<file path="config.mk">
export PLATFORM = sky130hd
export DESIGN_NAME = ordered_value_list_top_flat
export DESIGN_NICKNAME = d
export VERILOG_FILES = /design/src/hw/rtl/ovl_pkg.sv /design/src/hw/rtl/ovl_req_if.sv /design/src/hw/rtl/ovl_rsp_if.sv /design/src/hw/rtl/ovl_ram.sv /design/src/hw/rtl/ovl_datapath.sv /design/src/hw/rtl/ovl_ctrl.sv /design/src/hw/rtl/ordered_value_list_top.sv /design/src/flat_wrapper.sv
export SDC_FILE = /design/constraint.sdc
export NUM_CORES = 1
export LEC_CHECK = 0
export ABC_CLOCK_PERIOD_IN_PS = 3450
export BUFFER_PORTS_ARGS = -buffer_cell sky130_fd_sc_hd__clkbuf_2
export CAP_MARGIN = 5
export CORE_MARGIN = 1.5
export CORE_UTILIZATION = 30
export CTS_CLUSTER_SIZE = 28
export DETAILED_ROUTE_END_ITERATION = 8
export PLACE_DENSITY = 0.51
export SYNTH_ARGS = -nofsm -noshare
export SYNTH_HDL_FRONTEND = slang
export SYNTH_SLANG_ARGS = --single-unit
</file>
<file path="constraint.sdc">
create_clock -name clk -period 3.45 [get_ports clk]
set_input_delay 0.1725 -clock clk [delete_from_list [all_inputs] [get_ports clk]]
set_output_delay 0.1725 -clock clk [all_outputs]
set_load 0.05 [all_outputs]
</file>
<file path="src/hw/rtl/ovl_pkg.sv">
// ----------------------------------------------------------------------------
// Ordered value list package
// Field widths, request and reply codes, and the command and status bundles
// exchanged between the controller and the datapath.
// ----------------------------------------------------------------------------
package ovl_pkg;

  localparam int KIND_W   = 2;
  localparam int VALUE_W  = 32;
  localparam int STATUS_W = 2;
  localparam int POS_W    = 4;
  localparam int LEN_W    = 5;

  typedef enum logic [KIND_W-1:0] {
    KIND_APPEND = 2'd0,
    KIND_REMOVE = 2'd1,
    KIND_FIND   = 2'd2,
    KIND_NONE   = 2'd3
  } kind_t;

  typedef enum logic [STATUS_W-1:0] {
    ST_OK        = 2'd0,
    ST_NOT_FOUND = 2'd1,
    ST_FULL      = 2'd2
  } status_t;

  // Controller to datapath.
  typedef struct packed {
    logic    start;         // capture the request and clear the scan pointer
    logic    append_wr;     // write the value at the tail and grow the list
    logic    search;        // walk the list looking for the value
    logic    shift;         // move later entries down by one
    logic    remove_commit; // shrink the list after the gap is closed
    logic    reply;         // load the result register
    status_t reply_status;
    logic    reply_use_pos; // report the match index rather than zero
  } ovl_cmd_t;

  // Datapath to controller.
  typedef struct packed {
    kind_t kind;
    logic  full;
    logic  hit;
    logic  miss;
    logic  shift_done;
    logic  out_free;
  } ovl_stat_t;

endpackage

</file>
<file path="src/hw/rtl/ovl_req_if.sv">
// ----------------------------------------------------------------------------
// Ordered value list request channel
// Valid/ready channel carrying the request kind and the value.
// ----------------------------------------------------------------------------
interface ovl_req_if import ovl_pkg::*; ();
  logic               valid;
  logic               ready;
  logic [KIND_W-1:0]  kind;
  logic [VALUE_W-1:0] value;

  modport source (output valid, output kind, output value, input ready);
  modport sink   (input valid, input kind, input value, output ready);
endinterface

</file>
<file path="src/hw/rtl/ovl_rsp_if.sv">
// ----------------------------------------------------------------------------
// Ordered value list reply channel
// Valid/ready channel carrying the status, position and list length.
// ----------------------------------------------------------------------------
interface ovl_rsp_if import ovl_pkg::*; ();
  logic                valid;
  logic                ready;
  logic [STATUS_W-1:0] status;
  logic [POS_W-1:0]    position;
  logic [LEN_W-1:0]    length;

  modport source (output valid, output status, output position, output length,
                  input ready);
  modport sink   (input valid, input status, input position, input length,
                  output ready);
endinterface

</file>
<file path="src/hw/rtl/ovl_ram.sv">
// ----------------------------------------------------------------------------
// Ordered value list RAM
// Generic simple dual-port RAM: one write port, one read port, registered read.
// ----------------------------------------------------------------------------
module ovl_ram #(
  parameter int WIDTH = 32,
  parameter int DEPTH = 16
) (
  input  logic                     clk,
  input  logic                     we,
  input  logic [$clog2(DEPTH)-1:0] waddr,
  input  logic [WIDTH-1:0]         wdata,
  input  logic [$clog2(DEPTH)-1:0] raddr,
  output logic [WIDTH-1:0]         rdata
);

  logic [WIDTH-1:0] mem [DEPTH];

  always_ff @(posedge clk) begin
    if (we) begin
      mem[waddr] <= wdata;
    end
    rdata <= mem[raddr];
  end

endmodule

</file>
<file path="src/hw/rtl/ovl_datapath.sv">
// ----------------------------------------------------------------------------
// Ordered value list datapath
// Entry store, length counter, scan and shift pointers, and result register.
// ----------------------------------------------------------------------------
module ovl_datapath import ovl_pkg::*; #(
  parameter int CAPACITY = 16
) (
  input  logic                clk,
  input  logic                rst,
  input  logic [KIND_W-1:0]   req_kind,
  input  logic [VALUE_W-1:0]  req_value,
  output logic                rsp_valid,
  input  logic                rsp_ready,
  output logic [STATUS_W-1:0] rsp_status,
  output logic [POS_W-1:0]    rsp_position,
  output logic [LEN_W-1:0]    rsp_length,
  input  ovl_cmd_t            cmd,
  output ovl_stat_t           stat
);

  localparam int AW = $clog2(CAPACITY);
  localparam int CW = $clog2(CAPACITY + 1);

  kind_t              kind;
  logic [VALUE_W-1:0] value;
  logic [CW-1:0]      count;
  logic [CW-1:0]      scan;
  logic               cmp_vld;
  logic [AW-1:0]      cmp_idx;
  logic [AW-1:0]      match_idx;
  logic [CW-1:0]      rp;
  logic [AW-1:0]      wp;
  logic               pend;

  logic               ram_we;
  logic [AW-1:0]      ram_waddr;
  logic [VALUE_W-1:0] ram_wdata;
  logic [AW-1:0]      ram_raddr;
  logic [VALUE_W-1:0] ram_rdata;

  logic               scan_issue;
  logic               shift_issue;
  logic               hit;
  logic [AW+POS_W-1:0] pos_wide;
  logic [CW+LEN_W-1:0] len_wide;

  assign scan_issue  = cmd.search && (scan < count);
  assign shift_issue = cmd.shift && (rp < count);
  assign hit         = cmp_vld && (ram_rdata == value);

  assign ram_we    = cmd.append_wr || (cmd.shift && pend);
  assign ram_waddr = cmd.shift ? wp : count[AW-1:0];
  assign ram_wdata = cmd.shift ? ram_rdata : value;
  assign ram_raddr = cmd.shift ? rp[AW-1:0] : scan[AW-1:0];

  ovl_ram #(
    .WIDTH (VALUE_W),
    .DEPTH (CAPACITY)
  ) u_ram (
    .clk   (clk),
    .we    (ram_we),
    .waddr (ram_waddr),
    .wdata (ram_wdata),
    .raddr (ram_raddr),
    .rdata (ram_rdata)
  );

  // Request capture and the list length.
  always_ff @(posedge clk) begin
    if (cmd.start) begin
      kind  <= kind_t'(req_kind);
      value <= req_value;
    end
    if (rst) begin
      count <= '0;
    end else if (cmd.append_wr) begin
      count <= count + CW'(1);
    end else if (cmd.remove_commit) begin
      count <= count - CW'(1);
    end
  end

  // Scan pointer; the compare runs in the cycle after the RAM read is issued.
  always_ff @(posedge clk) begin
    if (rst) begin
      cmp_vld <= 1'b0;
      scan    <= '0;
    end else begin
      cmp_vld <= scan_issue;
      if (cmd.start) begin
        scan <= '0;
      end else if (scan_issue) begin
        scan <= scan + CW'(1);
      end
    end
    cmp_idx <= scan[AW-1:0];
  end

  // Match capture and gap closing: read at rp, write the previous read at wp.
  always_ff @(posedge clk) begin
    if (rst) begin
      pend <= 1'b0;
    end else if (cmd.search && hit) begin
      pend <= 1'b0;
    end else if (cmd.shift) begin
      pend <= shift_issue;
    end
    if (cmd.search && hit) begin
      match_idx <= cmp_idx;
      rp        <= CW'(cmp_idx) + CW'(1);
      wp        <= cmp_idx;
    end else if (cmd.shift) begin
      if (shift_issue) begin
        rp <= rp + CW'(1);
      end
      if (pend) begin
        wp <= wp + AW'(1);
      end
    end
  end

  // Result register: fields wider than the reply are reported modulo its width.
  assign pos_wide = {{POS_W{1'b0}}, match_idx};
  assign len_wide = {{LEN_W{1'b0}}, count};

  always_ff @(posedge clk) begin
    if (rst) begin
      rsp_valid <= 1'b0;
    end else if (cmd.reply && stat.out_free) begin
      rsp_valid <= 1'b1;
    end else if (rsp_ready) begin
      rsp_valid <= 1'b0;
    end
    if (cmd.reply && stat.out_free) begin
      rsp_status   <= cmd.reply_status;
      rsp_position <= cmd.reply_use_pos ? pos_wide[POS_W-1:0] : '0;
      rsp_length   <= len_wide[LEN_W-1:0];
    end
  end

  always_comb begin
    stat.kind       = kind;
    stat.full       = (count == CW'(CAPACITY));
    stat.hit        = hit;
    stat.miss       = !cmp_vld && (scan >= count);
    stat.shift_done = !pend && (rp >= count);
    stat.out_free   = !rsp_valid || rsp_ready;
  end

endmodule

</file>
<file path="src/hw/rtl/ovl_ctrl.sv">
// ----------------------------------------------------------------------------
// Ordered value list controller
// State machine sequencing decode, search, gap closing and reply.
// ----------------------------------------------------------------------------
module ovl_ctrl import ovl_pkg::*; (
  input  logic      clk,
  input  logic      rst,
  input  logic      req_valid,
  output logic      req_ready,
  input  ovl_stat_t stat,
  output ovl_cmd_t  cmd
);

  typedef enum logic [4:0] {
    S_IDLE   = 5'b00001,
    S_EXEC   = 5'b00010,
    S_SEARCH = 5'b00100,
    S_SHIFT  = 5'b01000,
    S_REPLY  = 5'b10000
  } state_t;

  state_t  state, state_next;
  status_t rep_status, rep_status_next;
  logic    rep_use_pos, rep_use_pos_next;

  always_ff @(posedge clk) begin
    if (rst) begin
      state       <= S_IDLE;
      rep_status  <= ST_NOT_FOUND;
      rep_use_pos <= 1'b0;
    end else begin
      state       <= state_next;
      rep_status  <= rep_status_next;
      rep_use_pos <= rep_use_pos_next;
    end
  end

  always_comb begin
    state_next        = state;
    rep_status_next   = rep_status;
    rep_use_pos_next  = rep_use_pos;
    req_ready         = 1'b0;
    cmd               = '0;
    cmd.reply_status  = rep_status;
    cmd.reply_use_pos = rep_use_pos;
    case (state)
      S_IDLE: begin
        req_ready = 1'b1;
        cmd.start = req_valid;
        if (req_valid) begin
          state_next = S_EXEC;
        end
      end
      S_EXEC: begin
        rep_use_pos_next = 1'b0;
        case (stat.kind)
          KIND_APPEND: begin
            if (stat.full) begin
              rep_status_next = ST_FULL;
            end else begin
              cmd.append_wr   = 1'b1;
              rep_status_next = ST_OK;
            end
            state_next = S_REPLY;
          end
          KIND_REMOVE, KIND_FIND: begin
            state_next = S_SEARCH;
          end
          default: begin
            rep_status_next = ST_NOT_FOUND;
            state_next      = S_REPLY;
          end
        endcase
      end
      S_SEARCH: begin
        cmd.search = 1'b1;
        if (stat.hit) begin
          rep_status_next  = ST_OK;
          rep_use_pos_next = 1'b1;
          state_next       = (stat.kind == KIND_REMOVE) ? S_SHIFT : S_REPLY;
        end else if (stat.miss) begin
          rep_status_next  = ST_NOT_FOUND;
          rep_use_pos_next = 1'b0;
          state_next       = S_REPLY;
        end
      end
      S_SHIFT: begin
        cmd.shift = 1'b1;
        if (stat.shift_done) begin
          cmd.remove_commit = 1'b1;
          state_next        = S_REPLY;
        end
      end
      S_REPLY: begin
        cmd.reply = 1'b1;
        if (stat.out_free) begin
          state_next = S_IDLE;
        end
      end
      default: begin
        state_next = S_IDLE;
      end
    endcase
  end

endmodule

</file>
<file path="src/hw/rtl/ordered_value_list_top.sv">
// ----------------------------------------------------------------------------
// Ordered value list
// Bounded, ordered list of signed 32-bit values with append, remove and find.
// ----------------------------------------------------------------------------
// Each request transfer on req gives exactly one reply transfer on rsp, in
// order. Append stores the value after the last entry, or replies full once
// CAPACITY entries are held. Remove deletes the first entry equal to the
// value and moves every later entry down by one, so order is kept. Find
// reports the index of the first equal entry. Every reply also carries the
// number of entries held after the request; position and length are reported
// modulo 16 and 32 when CAPACITY is larger than their fields. One request is
// handled at a time and the entries sit in a single RAM with one read and one
// write port: the search reads one entry a cycle, and a remove closes the gap
// by copying one entry a cycle through the same port pair; when the match is
// the last entry, nothing has to move. The reply sits in an output register,
// so a new request is taken as soon as the previous reply is loaded, even
// while it still waits to be taken. The entry RAM needs no clearing after
// reset.
// ----------------------------------------------------------------------------
module ordered_value_list_top import ovl_pkg::*; #(
  parameter int CAPACITY = 16
) (
  input  logic       clk,
  input  logic       rst,
  ovl_req_if.sink    req,
  ovl_rsp_if.source  rsp
);

  ovl_cmd_t  cmd;
  ovl_stat_t stat;

  // The controller owns the request handshake; the datapath owns the reply
  // register and therefore the reply handshake.
  ovl_ctrl u_ctrl (
    .clk       (clk),
    .rst       (rst),
    .req_valid (req.valid),
    .req_ready (req.ready),
    .stat      (stat),
    .cmd       (cmd)
  );

  ovl_datapath #(
    .CAPACITY (CAPACITY)
  ) u_datapath (
    .clk          (clk),
    .rst          (rst),
    .req_kind     (req.kind),
    .req_value    (req.value),
    .rsp_valid    (rsp.valid),
    .rsp_ready    (rsp.ready),
    .rsp_status   (rsp.status),
    .rsp_position (rsp.position),
    .rsp_length   (rsp.length),
    .cmd          (cmd),
    .stat         (stat)
  );

endmodule
</file>
<file path="src/flat_wrapper.sv">
// flat-port wrapper written by rule: the top's interface ports become plain ports
module ordered_value_list_top_flat import ovl_pkg::*;
#(
  parameter int CAPACITY = 16
)
  (clk, rst, req_valid, req_kind, req_value, req_ready, rsp_valid, rsp_status, rsp_position, rsp_length, rsp_ready);
  ovl_req_if req_i ();
  ovl_rsp_if rsp_i ();
  input  logic clk;
  input  logic rst;
  input wire logic [$bits(req_i.valid)-1:0] req_valid;
  input wire logic [$bits(req_i.kind)-1:0] req_kind;
  input wire logic [$bits(req_i.value)-1:0] req_value;
  output wire logic [$bits(req_i.ready)-1:0] req_ready;
  output wire logic [$bits(rsp_i.valid)-1:0] rsp_valid;
  output wire logic [$bits(rsp_i.status)-1:0] rsp_status;
  output wire logic [$bits(rsp_i.position)-1:0] rsp_position;
  output wire logic [$bits(rsp_i.length)-1:0] rsp_length;
  input wire logic [$bits(rsp_i.ready)-1:0] rsp_ready;
  assign req_i.valid = req_valid;
  assign req_i.kind = req_kind;
  assign req_i.value = req_value;
  assign req_ready = req_i.ready;
  assign rsp_valid = rsp_i.valid;
  assign rsp_status = rsp_i.status;
  assign rsp_position = rsp_i.position;
  assign rsp_length = rsp_i.length;
  assign rsp_i.ready = rsp_ready;
  ordered_value_list_top #(.CAPACITY(CAPACITY)) u_core (.clk(clk), .rst(rst), .req(req_i), .rsp(rsp_i));
endmodule
</file>
# [After elaboration in Yosys (flattened, before gate mapping)]
# Memories as Yosys holds them, arrays and structs flattened. A register that Yosys moved wholly into a read port is not among the register bits.
# Index checks and enable logic that the tools add are counted.
[word_totals] reg_bits=83 mem_bits_rw=512 in_bits=38 out_inout_bits=13 memories=1
[mem_list] memory="u_core.u_datapath.u_ram.mem" words=16 width=32 rd=1 rd_clocked_by_memory_dff=1 write_ports=1 line="ovl_ram.sv:17" source="logic [WIDTH-1:0] mem [DEPTH];"
[op_classes] add_sub_neg=6 magnitude_cmp=4 n_eq_ne=14 muxes=40 reduce_logical=28
[ops] cell="$mux 5" n=12
[ops] cell="$eq 32x32->1" n=1
[ops] cell="$mux 32" n=1
[ops] cell="$pmux 5 s5" n=1
[ops] cell="$mux 4" n=5
[ops] cell="$add 5x1->5 const B" n=3
[ops] cell="$mux 1" n=14
[ops] cell="$reduce_bool 2->1" n=6
[ops] cell="$eq 5x5->1 const B" n=2
[ops] cell="$ge 5x5->1" n=2
[ops] cell="$lt 5x5->1" n=2
[ops] cell="$logic_and 1x1->1" n=8
[ops] cell="$mux 2" n=4
[ops] cell="$pmux 2 s2" n=2
[ops] cell="$ne 2x2->1 const B" n=3
[ops] cell="$reduce_and 2->1" n=3
[ops] cell="$reduce_or 2->1" n=3
[ops] cell="$add 4x1->5 const B" n=1
[ops] cell="$eq 5x1->1 const B" n=1
[ops] cell="$eq 5x2->1 const B" n=1
[ops] cell="$eq 5x3->1 const B" n=1
[ops] cell="$eq 5x4->1 const B" n=1
[ops] cell="$sub 5x1->5 const B" n=1
[ops] cell="$add 4x1->4 const B" n=1
[ops] cell="other kinds (10)" n=13

# [Depth between registers and ports, before layout]
# Gate-level depths: netlist of run 1.
[logic_depth] ltp_word=8 mapped_depth=12

# [Cells and area by module]
# From an unflattened synthesis of run 1, not the netlist that was laid out.
[unflattened] cells_unflattened=1208 area_unflattened_um2=24205.7
[by_module_without_submodules] mod="ovl_ram" n_inst=1 cells_each=838 area_each_um2=19835.3
[by_module_without_submodules] mod="ovl_datapath" n_inst=1 cells_each=307 area_each_um2=3848.7
[by_module_without_submodules] mod="ovl_ctrl" n_inst=1 cells_each=63 area_each_um2=521.8

# [Worst setup path after synthesis of run 1]
# OpenSTA, ideal clock, no wires.
[synth_path] kind="flip-flop to flip-flop" start="register u_core.u_ctrl.state[4]" end="memory u_core.u_datapath.u_ram.mem[11][0], enable pin" arrival_time_ns=3.291 required_ns=3.029 setup_slack_ns=-0.262 path_stages_with_launch=10 path_buffers=4 path_cell_list="dfxtp_1 or4_1 buf_2 nor2_2 buf_2 buf_2 buf_2 a21o_1 nand2_1 nor2_1"
[synth_via] elab_chain_len=6
[synth_rtl] element="start, declared" line="ovl_ctrl.sv:22" source="state_t state, state_next;"
[synth_rtl] element="start signal, assigned" line="ovl_ctrl.sv:32" source="state <= state_next;"
[synth_rtl] element="$eq 5x4->1" line="ovl_ctrl.sv:46" source="case (state)"
[synth_rtl] element="$mux 2" line="ovl_ctrl.sv:46"
[synth_rtl] element="$logic_and 1x1->1" line="ovl_datapath.sv:51" source="assign ram_we = cmd.append_wr || (cmd.shift && pend);"
[synth_rtl] element="$logic_or 1x1->1" line="ovl_datapath.sv:51"
[synth_rtl] element="$mux 1" line="ovl_ram.sv:20" source="if (we) begin"
[synth_rtl] element="$mux 1 (implied by the code)" line="ovl_ram.sv:21" source="mem[waddr] <= wdata;"
[synth_rtl] element="end, declared" line="ovl_ram.sv:17"
# Parallel ways exist; a longest one is shown, timed or not.

# [Worst setup path after layout of run 1]
[layout_path] start="register u_core.u_datapath.value[19]" end="register u_core.u_datapath.rp[4], data pin"
[layout_via] elab_chain_len=4
[layout_rtl] element="start, declared" line="ovl_datapath.sv:25" source="logic [VALUE_W-1:0] value;"
[layout_rtl] element="start signal, assigned" line="ovl_datapath.sv:72" source="value <= req_value;"
[layout_rtl] element="$eq 32x32->1" line="ovl_datapath.sv:49" source="assign hit = cmp_vld && (ram_rdata == value);"
[layout_rtl] element="$logic_and 1x1->1" line="ovl_datapath.sv:49"
[layout_rtl] element="$logic_and 1x1->1" line="ovl_datapath.sv:108" source="if (cmd.search && hit) begin"
[layout_rtl] element="$mux 5" line="ovl_datapath.sv:108"
[layout_rtl] element="end signal, assigned" line="ovl_datapath.sv:110" source="rp <= CW'(cmp_idx) + CW'(1);"
[layout_rtl] element="end signal, assigned" line="ovl_datapath.sv:114" source="rp <= rp + CW'(1);"
[layout_rtl] element="end, declared" line="ovl_datapath.sv:31" source="logic [CW-1:0] rp;"
# Every way passes these cells.
# A chain may end at the register's enable or synchronous reset.

==> flow_summary.ini, run 1 <==
[placement]
gp_congestion = 0.8006
post-place-ws_ns = 0.1787
io_buffers = 50
dp_hpwl_um = 44020

[die]
ioPinCount = 51
rows = 107
start_util_pct = 30.39
core_sq_um = 85550
die_w_um = 297.4
die_h_um = 297.4
die_area_sq_um = 88440

[logic_synthesis]
synth.distinct_cells = 58
synth_top_family_by_area = multiplexers
syn_inst = 1763
synth_area_leaders = edfxtp_1 (66%), mux2i_1 (8.5%), dfxtp_1 (4.4%)
synth_xor_area_share_pct = 1.449
synth_compound_area_share_pct = 8.041
synth_fa_ha_area_share_pct = 0.9432
syn_area_sq_um = 26000
synthSimpleGateAreaFrac_pct = 5.929
yosys.area.top_type = edfxtp_1
yosysWarnings = 0
synth.avg_cell_area_sq_um = 14.75
yosys.area.top_type_share_pct = 65.83
synthMuxAreaShare_pct = 11.28
async_flop_share_pct = 0
ys_ff_latch = 627
synth_nets = 1820
synthFlopType = edfxtp_1
synth-edff-count = 570
yosysSeqAreaShare_pct = 70.22

[critical_path]
cp.depth = 11
r2r_start = u_core.u_datapath.value[19]
crit_fanout = 5
cpMostUsedCell = xnor2_1
crit_arrival_ns = 3.69
crit_end = u_core.u_datapath.rp[4]
worstSetupStartpoint = u_core.u_datapath.value[19]
worstSetupPathType = register to register
startpoint_type = register
r2r_cells = 11
setup.worst_path.end_class = register
crit_slowest_cell = xnor2_1
r2r-end = u_core.u_datapath.rp[4]
rrSetupSlack_ns = 0.12
crit_required_ns = 3.81
cp_num_buf_inv = 0
crit_chain = xnor2_1, nand4_1, nor4_1, and4_1, nand2_1, o21ai_0, ha_1, nand3_1, xnor2_1, nor2_1, a21oi_1
critical-path-top-delay-family = simple AND/OR/NAND/NOR gates
slowest_delay_ns = 0.51

[timing]
tightest_slew_ns = 1.238
finClkSkew_ns = 0.01613
worst_slack_ns = 0.1248
setup_viol = 0
max_freq_ghz = 0.3007
rsz0062_at_grt = no
slew_violations = 0
fin_crit_ns = 3.325
max_slew_margin_pct = 17.11
hold_viol_final = 0
min_period_over_period_pct = 96.38

[global_route]
grt_pass1_vias = 15510
grt_max_degree = 58
grt_first_pass_wirelength_um = 107300
antenna_found_initial = 0
grt-ovfl-total = 0
gr-usage-all-layers_pct = 16.52

[detailed_routing]
wl_um = 74040
firstDrtPassIters = 5
route.antenna.remaining_nets = 0
viasPerCell = 5.077
drtIter0Drc = 1213
drc = 0
dr_total_vias = 15720
avgRoutedWirePerCell_um = 23.91

[cells_and_area]
fill_cells = 8112
layout.nets = 1955
drive_gt1_share_pct = 16.49
seq_area_sq_um = 18260
multi_input_area_sq_um = 7448
layout_commonest_cell = edfxtp_1
mostFrequentLayoutCells = edfxtp_1 (570), mux2i_1 (222), nand2_1 (179)
syn_to_final_growth_pct = 18.28
antenna_cells = 0

[hold_path]
hold_path.class = input pin to register

[clock_tree]
ctsResizeCount = 0
numCtsBuffers = 68
ctsLongestPathBuffers = 3
cts.sinks = 627
htree_num_levels = 3
clkTransAtPathRegs_ns = 0.06
cts_root_buf = clkbuf_16
cts_tree = built
post_cts_buffers = 0
insertion_delay_ns = 0.62

[power]
total_power_mw = 15.69
irDropWorstVdd_uv = 342.1
total_leakage_power_nw = 11.18
power_density_nw_per_um2 = 510.3

[flow_run]
maxCapViolations = 0

[run_status]
status = completed
power breakdown:
part	switching, mW	total, mW	internal (mW)
Clock	3.02	6.97	3.95
Sequential	0.0329	8.38	8.35
Combinational	0.242	0.338	0.0958
sequential cells by signal, indices dropped and copies added, names as in the netlist, 2 cells and up:
register and flops:
u_core.u_datapath.rsp_length 5, u_core.u_datapath.value 32, u_core.u_datapath.rp 5, u_core.u_datapath.match_idx 4
u_core.u_datapath.rsp_position 4, u_core.u_ctrl.state 5, u_core.u_ctrl.rep_status 2, u_core.u_datapath.count 5
u_core.u_datapath.u_ram.rdata 32, u_core.u_datapath.rsp_status 2, u_core.u_datapath.u_ram.mem 512, u_core.u_datapath.cmp_idx 4
u_core.u_datapath.scan 5, u_core.u_datapath.kind 2, u_core.u_datapath.wp 4
stage by stage:
step	setup TNS [ns]	cell area [sq um]	util [%]	hold WS, ns	std cells
after floorplan	-104.57	26000	-	0.2714	1763
after global placement	0	28280	33.06	0.3501	2936
after detailed placement	0	28290	33.06	0.3540	2937
after CTS	0	30750	35.95	0.08045	3097
after global routing	0	30750	35.95	0.1321	3097
final	0	30750	35.95	0.09616	3097
timing repair:
item | in CTS | in global routing
setup endpoints to repair | 0 | 0
hold endpoints to repair | 35 | 0
hold buffers | 35 | 0
cells in the mapped netlist (3+ instances only):
cell type / n
edfxtp_1: 570
mux2i_1: 222
nand2_1: 180
a21oi_1: 150
o22ai_1: 64
mux2_2: 63
dfxtp_1: 57
clkbuf_1: 50
nor3_1: 42
xnor2_1: 39
nor2_1: 38
a211o_1: 31
a32oi_1: 31
buf_2: 28
inv_1: 20
ha_1: 18
nand3_1: 16
o21ai_0: 16
nand4_1: 12
and2_1: 10
buf_6: 10
buf_1: 8
a31oi_1: 7
nor4_1: 7
nor2b_1: 6
a21o_1: 5
or3_1: 5
o31ai_1: 4
xor2_1: 4
a211oi_1: 3
and4_1: 3
nor3_2: 3
nor3b_1: 3
how the worst min path moves through the flow:
stage	from	end	slack, ns	cells past startpoint
3_3_place_gp	req_value[31]	u_core.u_datapath.value[31]	0.35	1
5_1_grt	rst	u_core.u_ctrl.state[2]	0.13	2
3_5_place_dp	req_value[31]	u_core.u_datapath.value[31]	0.35	1
4_1_cts	rst	u_core.u_datapath.count[0]	0.08	2
2_1_floorplan	req_kind[0]	u_core.u_datapath.kind[0]	0.27	0
6_report	rst	u_core.u_datapath.count[0]	0.1	2
layer usage:
| metal | vias to the layer above | wire length [um] | global-route usage, % | part of all wire (%) |
|---|---|---|---|---|
| met5 | - | 0 | 0 | 0 |
| met4 | 0 | 1632 | 4.422 | 2.2 |
| met3 | 110 | 3616 | 2.454 | 4.9 |
| met2 | 464 | 35070 | 26.94 | 47 |
| met1 | 8065 | 33720 | 22.95 | 46 |
| li1 | 7084 | - | - | - |
cell type report:
type                            instances  area share [%]
Inverter                               21          0.2563
Timing Repair Buffer                  162           4.606
Tap cell                             1144           4.655
Clock inverter                         27          0.6876
Clock buffer                           98           6.193
Multi-Input combinational cell       1018           24.22
Sequential cell                       627           59.38
kinds of logic after synthesis:
logic type / Yosys count
buffers and inverters: 118
AND/OR/NAND/NOR: 338
multiplexers: 285
XOR/XNOR: 43
adder cells (fa/ha/maj): 19
AO/OA/AOI/OAI: 333
flip-flops: 627
No activity file was read; power rests on OpenSTA's default activity.
==> inputs of run 2 (changes only) <==
Settings changed: HOLD_SLACK_MARGIN set to 0.12.
==> flow_summary.ini, run 2 (synthesized netlist as in run 1, its figures left out) <==
[timing]
hold_slack_ns = 0.2448
rsz0062_at_grt = no
setup_viol = 0
max_freq_ghz = 0.3005
max_slew_margin_pct = 15.81
worst_slack_ns = 0.1224
hold_viol_final = 0
finClkSkew_ns = 0.01516
fin_crit_ns = 3.328
finalSetupTns_ns = 0
min_period_over_period_pct = 96.45
slew_violations = 0
tightest_slew_ns = 1.257

[cells_and_area]
layout_commonest_cell = edfxtp_1
drive_gt1_share_pct = 16.47
antenna_cells = 0
largest_register_ff_count = 512
fill_cells = 8110
mostFrequentLayoutCells = edfxtp_1 (570), mux2i_1 (222), nand2_1 (179)
regMostFlops = u_core.u_datapath.u_ram.mem
reg_top3 = u_core.u_datapath.u_ram.mem x512, u_core.u_datapath.u_ram.rdata x32, u_core.u_datapath.value x32
layout.nets = 1957
multi_input_area_sq_um = 7448
seq_area_sq_um = 18260
syn_to_final_growth_pct = 18.35

[detailed_routing]
wl_um = 74080
route.antenna.remaining_nets = 0
drc = 0
dr_total_vias = 15680
viasPerCell = 5.059
drtIter0Drc = 1184
firstDrtPassIters = 5
avgRoutedWirePerCell_um = 23.90

[power]
p_int_mw = 12.40
p_switching_mw = 3.303
power_density_nw_per_um2 = 510.4
clock_power_share_pct = 44.5
p_sw_share_pct = 21.03
comb_power_share_pct = 2.2
irDropWorstVdd_uv = 341.9
p_seq_share_pct = 53.4
total_leakage_power_nw = 11.19

[critical_path]
r2r_cells = 11
setup.worst_path.end_class = register
cpMostUsedCell = xnor2_1
crit_slowest_cell = xnor2_1
cp.depth = 11
crit_fanout = 5
crit_arrival_ns = 3.69
worstSetupPathType = register to register
startpoint_type = register
rrSetupSlack_ns = 0.12
crit_required_ns = 3.81
cp_num_buf_inv = 0
r2r-end = u_core.u_datapath.rp[4]
r2r_start = u_core.u_datapath.value[19]
critical-path-top-delay-family = simple AND/OR/NAND/NOR gates
slowest_delay_ns = 0.50
crit_chain = xnor2_1, nand4_1, nor4_1, and4_1, nand2_1, o21ai_0, ha_1, nand3_1, xnor2_1, nor2_1, a21oi_1

[clock_tree]
clkTransAtPathRegs_ns = 0.06
cts_tree = built
ctsResizeCount = 0
htree_num_levels = 3
ctsLongestPathBuffers = 3
numCtsBuffers = 68
cts_root_buf = clkbuf_16
cts.sinks = 627
insertion_delay_ns = 0.62

[hold_path]
worstHoldPathCells = 2
min_to = u_core.u_datapath.value[20]
hold_path.class = input pin to register
holdCritStartpoint = req_valid

[die]
die_area_sq_um = 88440
rows = 107
die_h_um = 297.4
core_sq_um = 85550
die_w_um = 297.4
ioPinCount = 51
start_util_pct = 30.39

[placement]
dp_hpwl_um = 44020
io_buffers = 50
gp_congestion = 0.8006
post-place-ws_ns = 0.1787

[global_route]
antenna_found_initial = 0
grt_first_pass_wirelength_um = 107400
grt_max_degree = 58
grt-ovfl-total = 0
gr-usage-all-layers_pct = 16.53
grt_pass1_vias = 15520

[flow_run]
maxCapViolations = 0

[run_status]
status = completed
==> run 2: cell count changes in the layout (fill, tap and decap cells not counted) <==
cell           before  now
dlygate4sd3_1      35   37
==> run 2: worst reg2reg max path, cell delays in order, from the launching register on <==
cell and delay, ns:
edfxtp_1 0.45, xnor2_1 0.50, nand4_1 0.47, nor4_1 0.41, and4_1 0.37, nand2_1 0.12
o21ai_0 0.10, ha_1 0.23, nand3_1 0.11, xnor2_1 0.16, nor2_1 0.12, a21oi_1 0.06
==> run 2: per-layer routing <==
layer | up-vias | routed length [um] | track usage, %
met1 | 8050 | 33820 | 22.95
met2 | 431 | 35140 | 26.95
li1 | 7086 | - | -
met5 | - | 0 | 0
met3 | 110 | 3495 | 2.454
met4 | 0 | 1619 | 4.422
==> run 2: worst max path at each step <==
stage                                           start                            endpoint  slack [ns]
final                     u_core.u_datapath.value[19]             u_core.u_datapath.rp[4]        0.12
after floorplan                u_core.u_ctrl.state[4]  u_core.u_datapath.u_ram.mem[11][0]       -0.26
after global placement    u_core.u_datapath.value[19]             u_core.u_datapath.rp[4]         0.1
after global routing      u_core.u_datapath.value[19]             u_core.u_datapath.rp[4]        0.03
after CTS                 u_core.u_datapath.value[19]             u_core.u_datapath.rp[4]        0.15
after detailed placement  u_core.u_datapath.value[19]             u_core.u_datapath.rp[4]        0.18
==> run 2: area by class of cell <==
cell class / instances / share of cell area, %
clock buffers: 98 / 6.189
clock inverters: 27 / 0.6872
inverters: 21 / 0.2562
multi-input cells: 1018 / 24.21
flip-flops and latches: 627 / 59.34
well taps: 1144 / 4.652
repair buffers: 164 / 4.668
==> run 2: stage by stage <==
step	power (mW)	utilization, %	instance area (sq um)	instances
2_1_floorplan	8.680	-	26000	1763
3_3_place_gp	8.846	33.06	28280	2936
3_5_place_dp	8.855	33.06	28290	2937
4_1_cts	15.86	35.97	30770	3099
5_1_grt	16.16	35.97	30770	3099
6_report	15.71	35.97	30770	3099
==> run 2: power by group through the flow <==
stage | registers (mW) | logic [mW] | clock network, mW
floorplan | 8.53 | 0.151 | 0
global placement | 8.54 | 0.303 | 0
detailed placement | 8.54 | 0.312 | 0
CTS | 8.38 | 0.345 | 7.13
global route | 8.38 | 0.369 | 7.41
finish | 8.38 | 0.339 | 6.98
==> run 2: what timing repair did <==
item,in CTS,in global routing
hold buffers,37,0
endpoints found under the hold margin,46,0
setup buffers,0,0
endpoints found under the setup margin,0,0
==> inputs of run 3 (changes only) <==
Settings changed: ABC_AREA set to 1.
==> flow_summary.ini, run 3 <==
[power]
p_int_mw = 12.60
clock_power_share_pct = 44.4
p_sw_share_pct = 21.29
power_density_nw_per_um2 = 523.2
p_seq_share_pct = 52.6
irDropWorstVdd_uv = 334.6
comb_power_share_pct = 3.0
total_leakage_power_nw = 10.92
p_switching_mw = 3.410

[global_route]
grt_first_pass_wirelength_um = 109900
antenna_found_initial = 0
grt_pass1_vias = 16920
gr-usage-all-layers_pct = 16.87
grt-ovfl-total = 0
grt_max_degree = 105

[clock_tree]
cts_root_buf = clkbuf_16
cts.sinks = 627
numCtsBuffers = 68
htree_num_levels = 3
clkTransAtPathRegs_ns = 0.06
post_cts_buffers = 0
postCtsHoldBufs = 38
insertion_delay_ns = 0.61
ctsLongestPathBuffers = 3
cts_tree = built
ctsResizeCount = 0

[critical_path]
r2r_start = u_core.u_ctrl.state[3]
cpMostUsedCell = nand3_1
critical-path-top-delay-family = simple AND/OR/NAND/NOR gates
worstSetupPathType = register to register
startpoint_type = register
cp_num_buf_inv = 3
crit_arrival_ns = 3.30
crit_fanout = 14
slowest_delay_ns = 0.56
r2r_cells = 9
crit_chain = nor2_1, nand4_1, inv_1, nand3_1, o21ai_0, buf_4, nand3_1, nor2_4, buf_12
setup.worst_path.end_class = register
crit_slowest_cell = nor2_4
r2r-end = u_core.u_datapath.u_ram.mem[12][25]
crit_required_ns = 3.74
rrSetupSlack_ns = 0.44

[timing]
max_slew_margin_pct = 33.71
max_freq_ghz = 0.3323
fin_crit_ns = 3.009
min_period_over_period_pct = 87.22
setup_viol = 0
hold_slack_ns = 0.2865
rsz0062_at_grt = no
hold_viol_final = 0
finalSetupTns_ns = 0
slew_violations = 0
finClkSkew_ns = 0.02370
tightest_slew_ns = 0.9907

[hold_path]
holdCritStartpoint = req_value[16]
worstHoldPathCells = 2
min_to = u_core.u_datapath.value[16]
hold_path.class = input pin to register

[cells_and_area]
reg_top3 = u_core.u_datapath.u_ram.mem x512, u_core.u_datapath.u_ram.rdata x32, u_core.u_datapath.value x32
layout.nets = 2339
multi_input_area_sq_um = 6382
drive_gt1_share_pct = 11.85
syn_to_final_growth_pct = 18.65
layout_commonest_cell = edfxtp_1
antenna_cells = 0
largest_register_ff_count = 512
utilization_pct = 35.95
regMostFlops = u_core.u_datapath.u_ram.mem
finalNonFillerCells = 3481
fill_cells = 8290
mostFrequentLayoutCells = edfxtp_1 (570), o21ai_0 (334), nand2_1 (277)
seq_area_sq_um = 18260

[die]
start_util_pct = 30.30
die_w_um = 296.3
die_h_um = 296.3
rows = 107
ioPinCount = 51
die_area_sq_um = 87760
core_sq_um = 85150

[logic_synthesis]
ys_ff_latch = 627
async_flop_share_pct = 0
synth.avg_cell_area_sq_um = 12.03
yosysWarnings = 0
yosys.area.top_type = edfxtp_1
syn_area_sq_um = 25800
synth_commonest_cells = edfxtp_1 (570), o21ai_0 (334), nand2_1 (277)
synth-edff-count = 570
synth_nets = 2202
synth_most_common_cell = edfxtp_1
yosysSeqAreaShare_pct = 70.77
syn_inst = 2145
synthFlopType = edfxtp_1
synth_area_leaders = edfxtp_1 (66%), o21ai_0 (6.5%), dfxtp_1 (4.4%)
yosys.area.top_type_share_pct = 66.35
synth.distinct_cells = 43

[placement]
dpl.cell_count = 3318
io_buffers = 50
gp_congestion = 0.8822
dp_hpwl_um = 43630

[detailed_routing]
wl_um = 73930
drtIter0Drc = 1421
firstDrtPassIters = 6
viasPerCell = 4.886
avgRoutedWirePerCell_um = 21.24
drc = 0
dr_total_vias = 17010
route.antenna.remaining_nets = 0

[run_status]
status = completed

[flow_run]
maxCapViolations = 0
==> run 3: changes by cell type in the layout (fill, tap and decap cells not counted), moves of 54 or more <==
cell and change:
o22ai_1 -64, mux2i_1 -222, nand2_1 +98, o21ai_0 +320, mux2_2 -63, inv_1 +171
o211ai_1 +134, a21oi_1 -131, nand3_1 +54, nor2_1 +172
==> run 3: final cells by class <==
type	count	area share (%)
Timing Repair Buffer	181	5.322
Clock buffer	92	6.287
Clock inverter	33	0.8094
Multi-Input combinational cell	1208	20.85
Inverter	196	2.408
Sequential cell	627	59.65
Tap cell	1144	4.676
==> run 3: how the worst max path moves through the flow <==
stage                           startpoint                                   to  slack (ns)  cells past startpoint
global route        u_core.u_ctrl.state[3]  u_core.u_datapath.u_ram.mem[12][24]        0.25                      9
global placement    u_core.u_ctrl.state[3]  u_core.u_datapath.u_ram.mem[12][28]        0.62                      9
floorplan           u_core.u_ctrl.state[0]    u_core.u_datapath.u_ram.mem[0][0]        0.18                      7
finish              u_core.u_ctrl.state[3]  u_core.u_datapath.u_ram.mem[12][25]        0.44                      9
CTS                 u_core.u_ctrl.state[3]  u_core.u_datapath.u_ram.mem[12][24]        0.49                      9
detailed placement  u_core.u_ctrl.state[3]   u_core.u_datapath.u_ram.mem[2][31]        0.53                      9
==> run 3: stage by stage <==
step | total power [mW] | setup slack [ns] | cell area, sq um
2_1_floorplan | 8.789 | 0.1767 | 25800
3_3_place_gp | 9.030 | 0.6224 | 28060
3_5_place_dp | 9.033 | 0.5330 | 28060
4_1_cts | 16.16 | 0.4895 | 30610
5_1_grt | 16.49 | 0.2500 | 30610
6_report | 16.01 | 0.4408 | 30610
==> run 3: worst reg2reg max path, stage by stage, from the launching register on <==
cell and delay (ns):
dfxtp_1 0.34, nor2_1 0.26, nand4_1 0.19, inv_1 0.11, nand3_1 0.27, o21ai_0 0.19
buf_4 0.19, nand3_1 0.33, nor2_4 0.56, buf_12 0.25
==> run 3: cell families after synthesis <==
group	after synthesis	synth area share (%)
adder cells (fa/ha/maj)	19	0.9506
XOR/XNOR	6	0.2037
AND/OR/NAND/NOR	599	9.530
buffers and inverters	310	5.015
flip-flops	627	70.77
AO/OA/AOI/OAI	584	13.53
==> run 3: power by group through the flow <==
stage               combinational [mW]  clock [mW]  sequential [mW]
global placement                 0.449           0             8.58
floorplan                        0.220           0             8.57
CTS                              0.490        7.25             8.42
detailed placement               0.453           0             8.58
global route                     0.536        7.53             8.42
finish                           0.486        7.11             8.42
==> run 3: routing by layer <==
metal	part of all wire, %	GRT usage [%]
met1	46	23.65
met2	47	27.36
met3	5.9	2.571
met4	1.6	4.119
met5	0	0
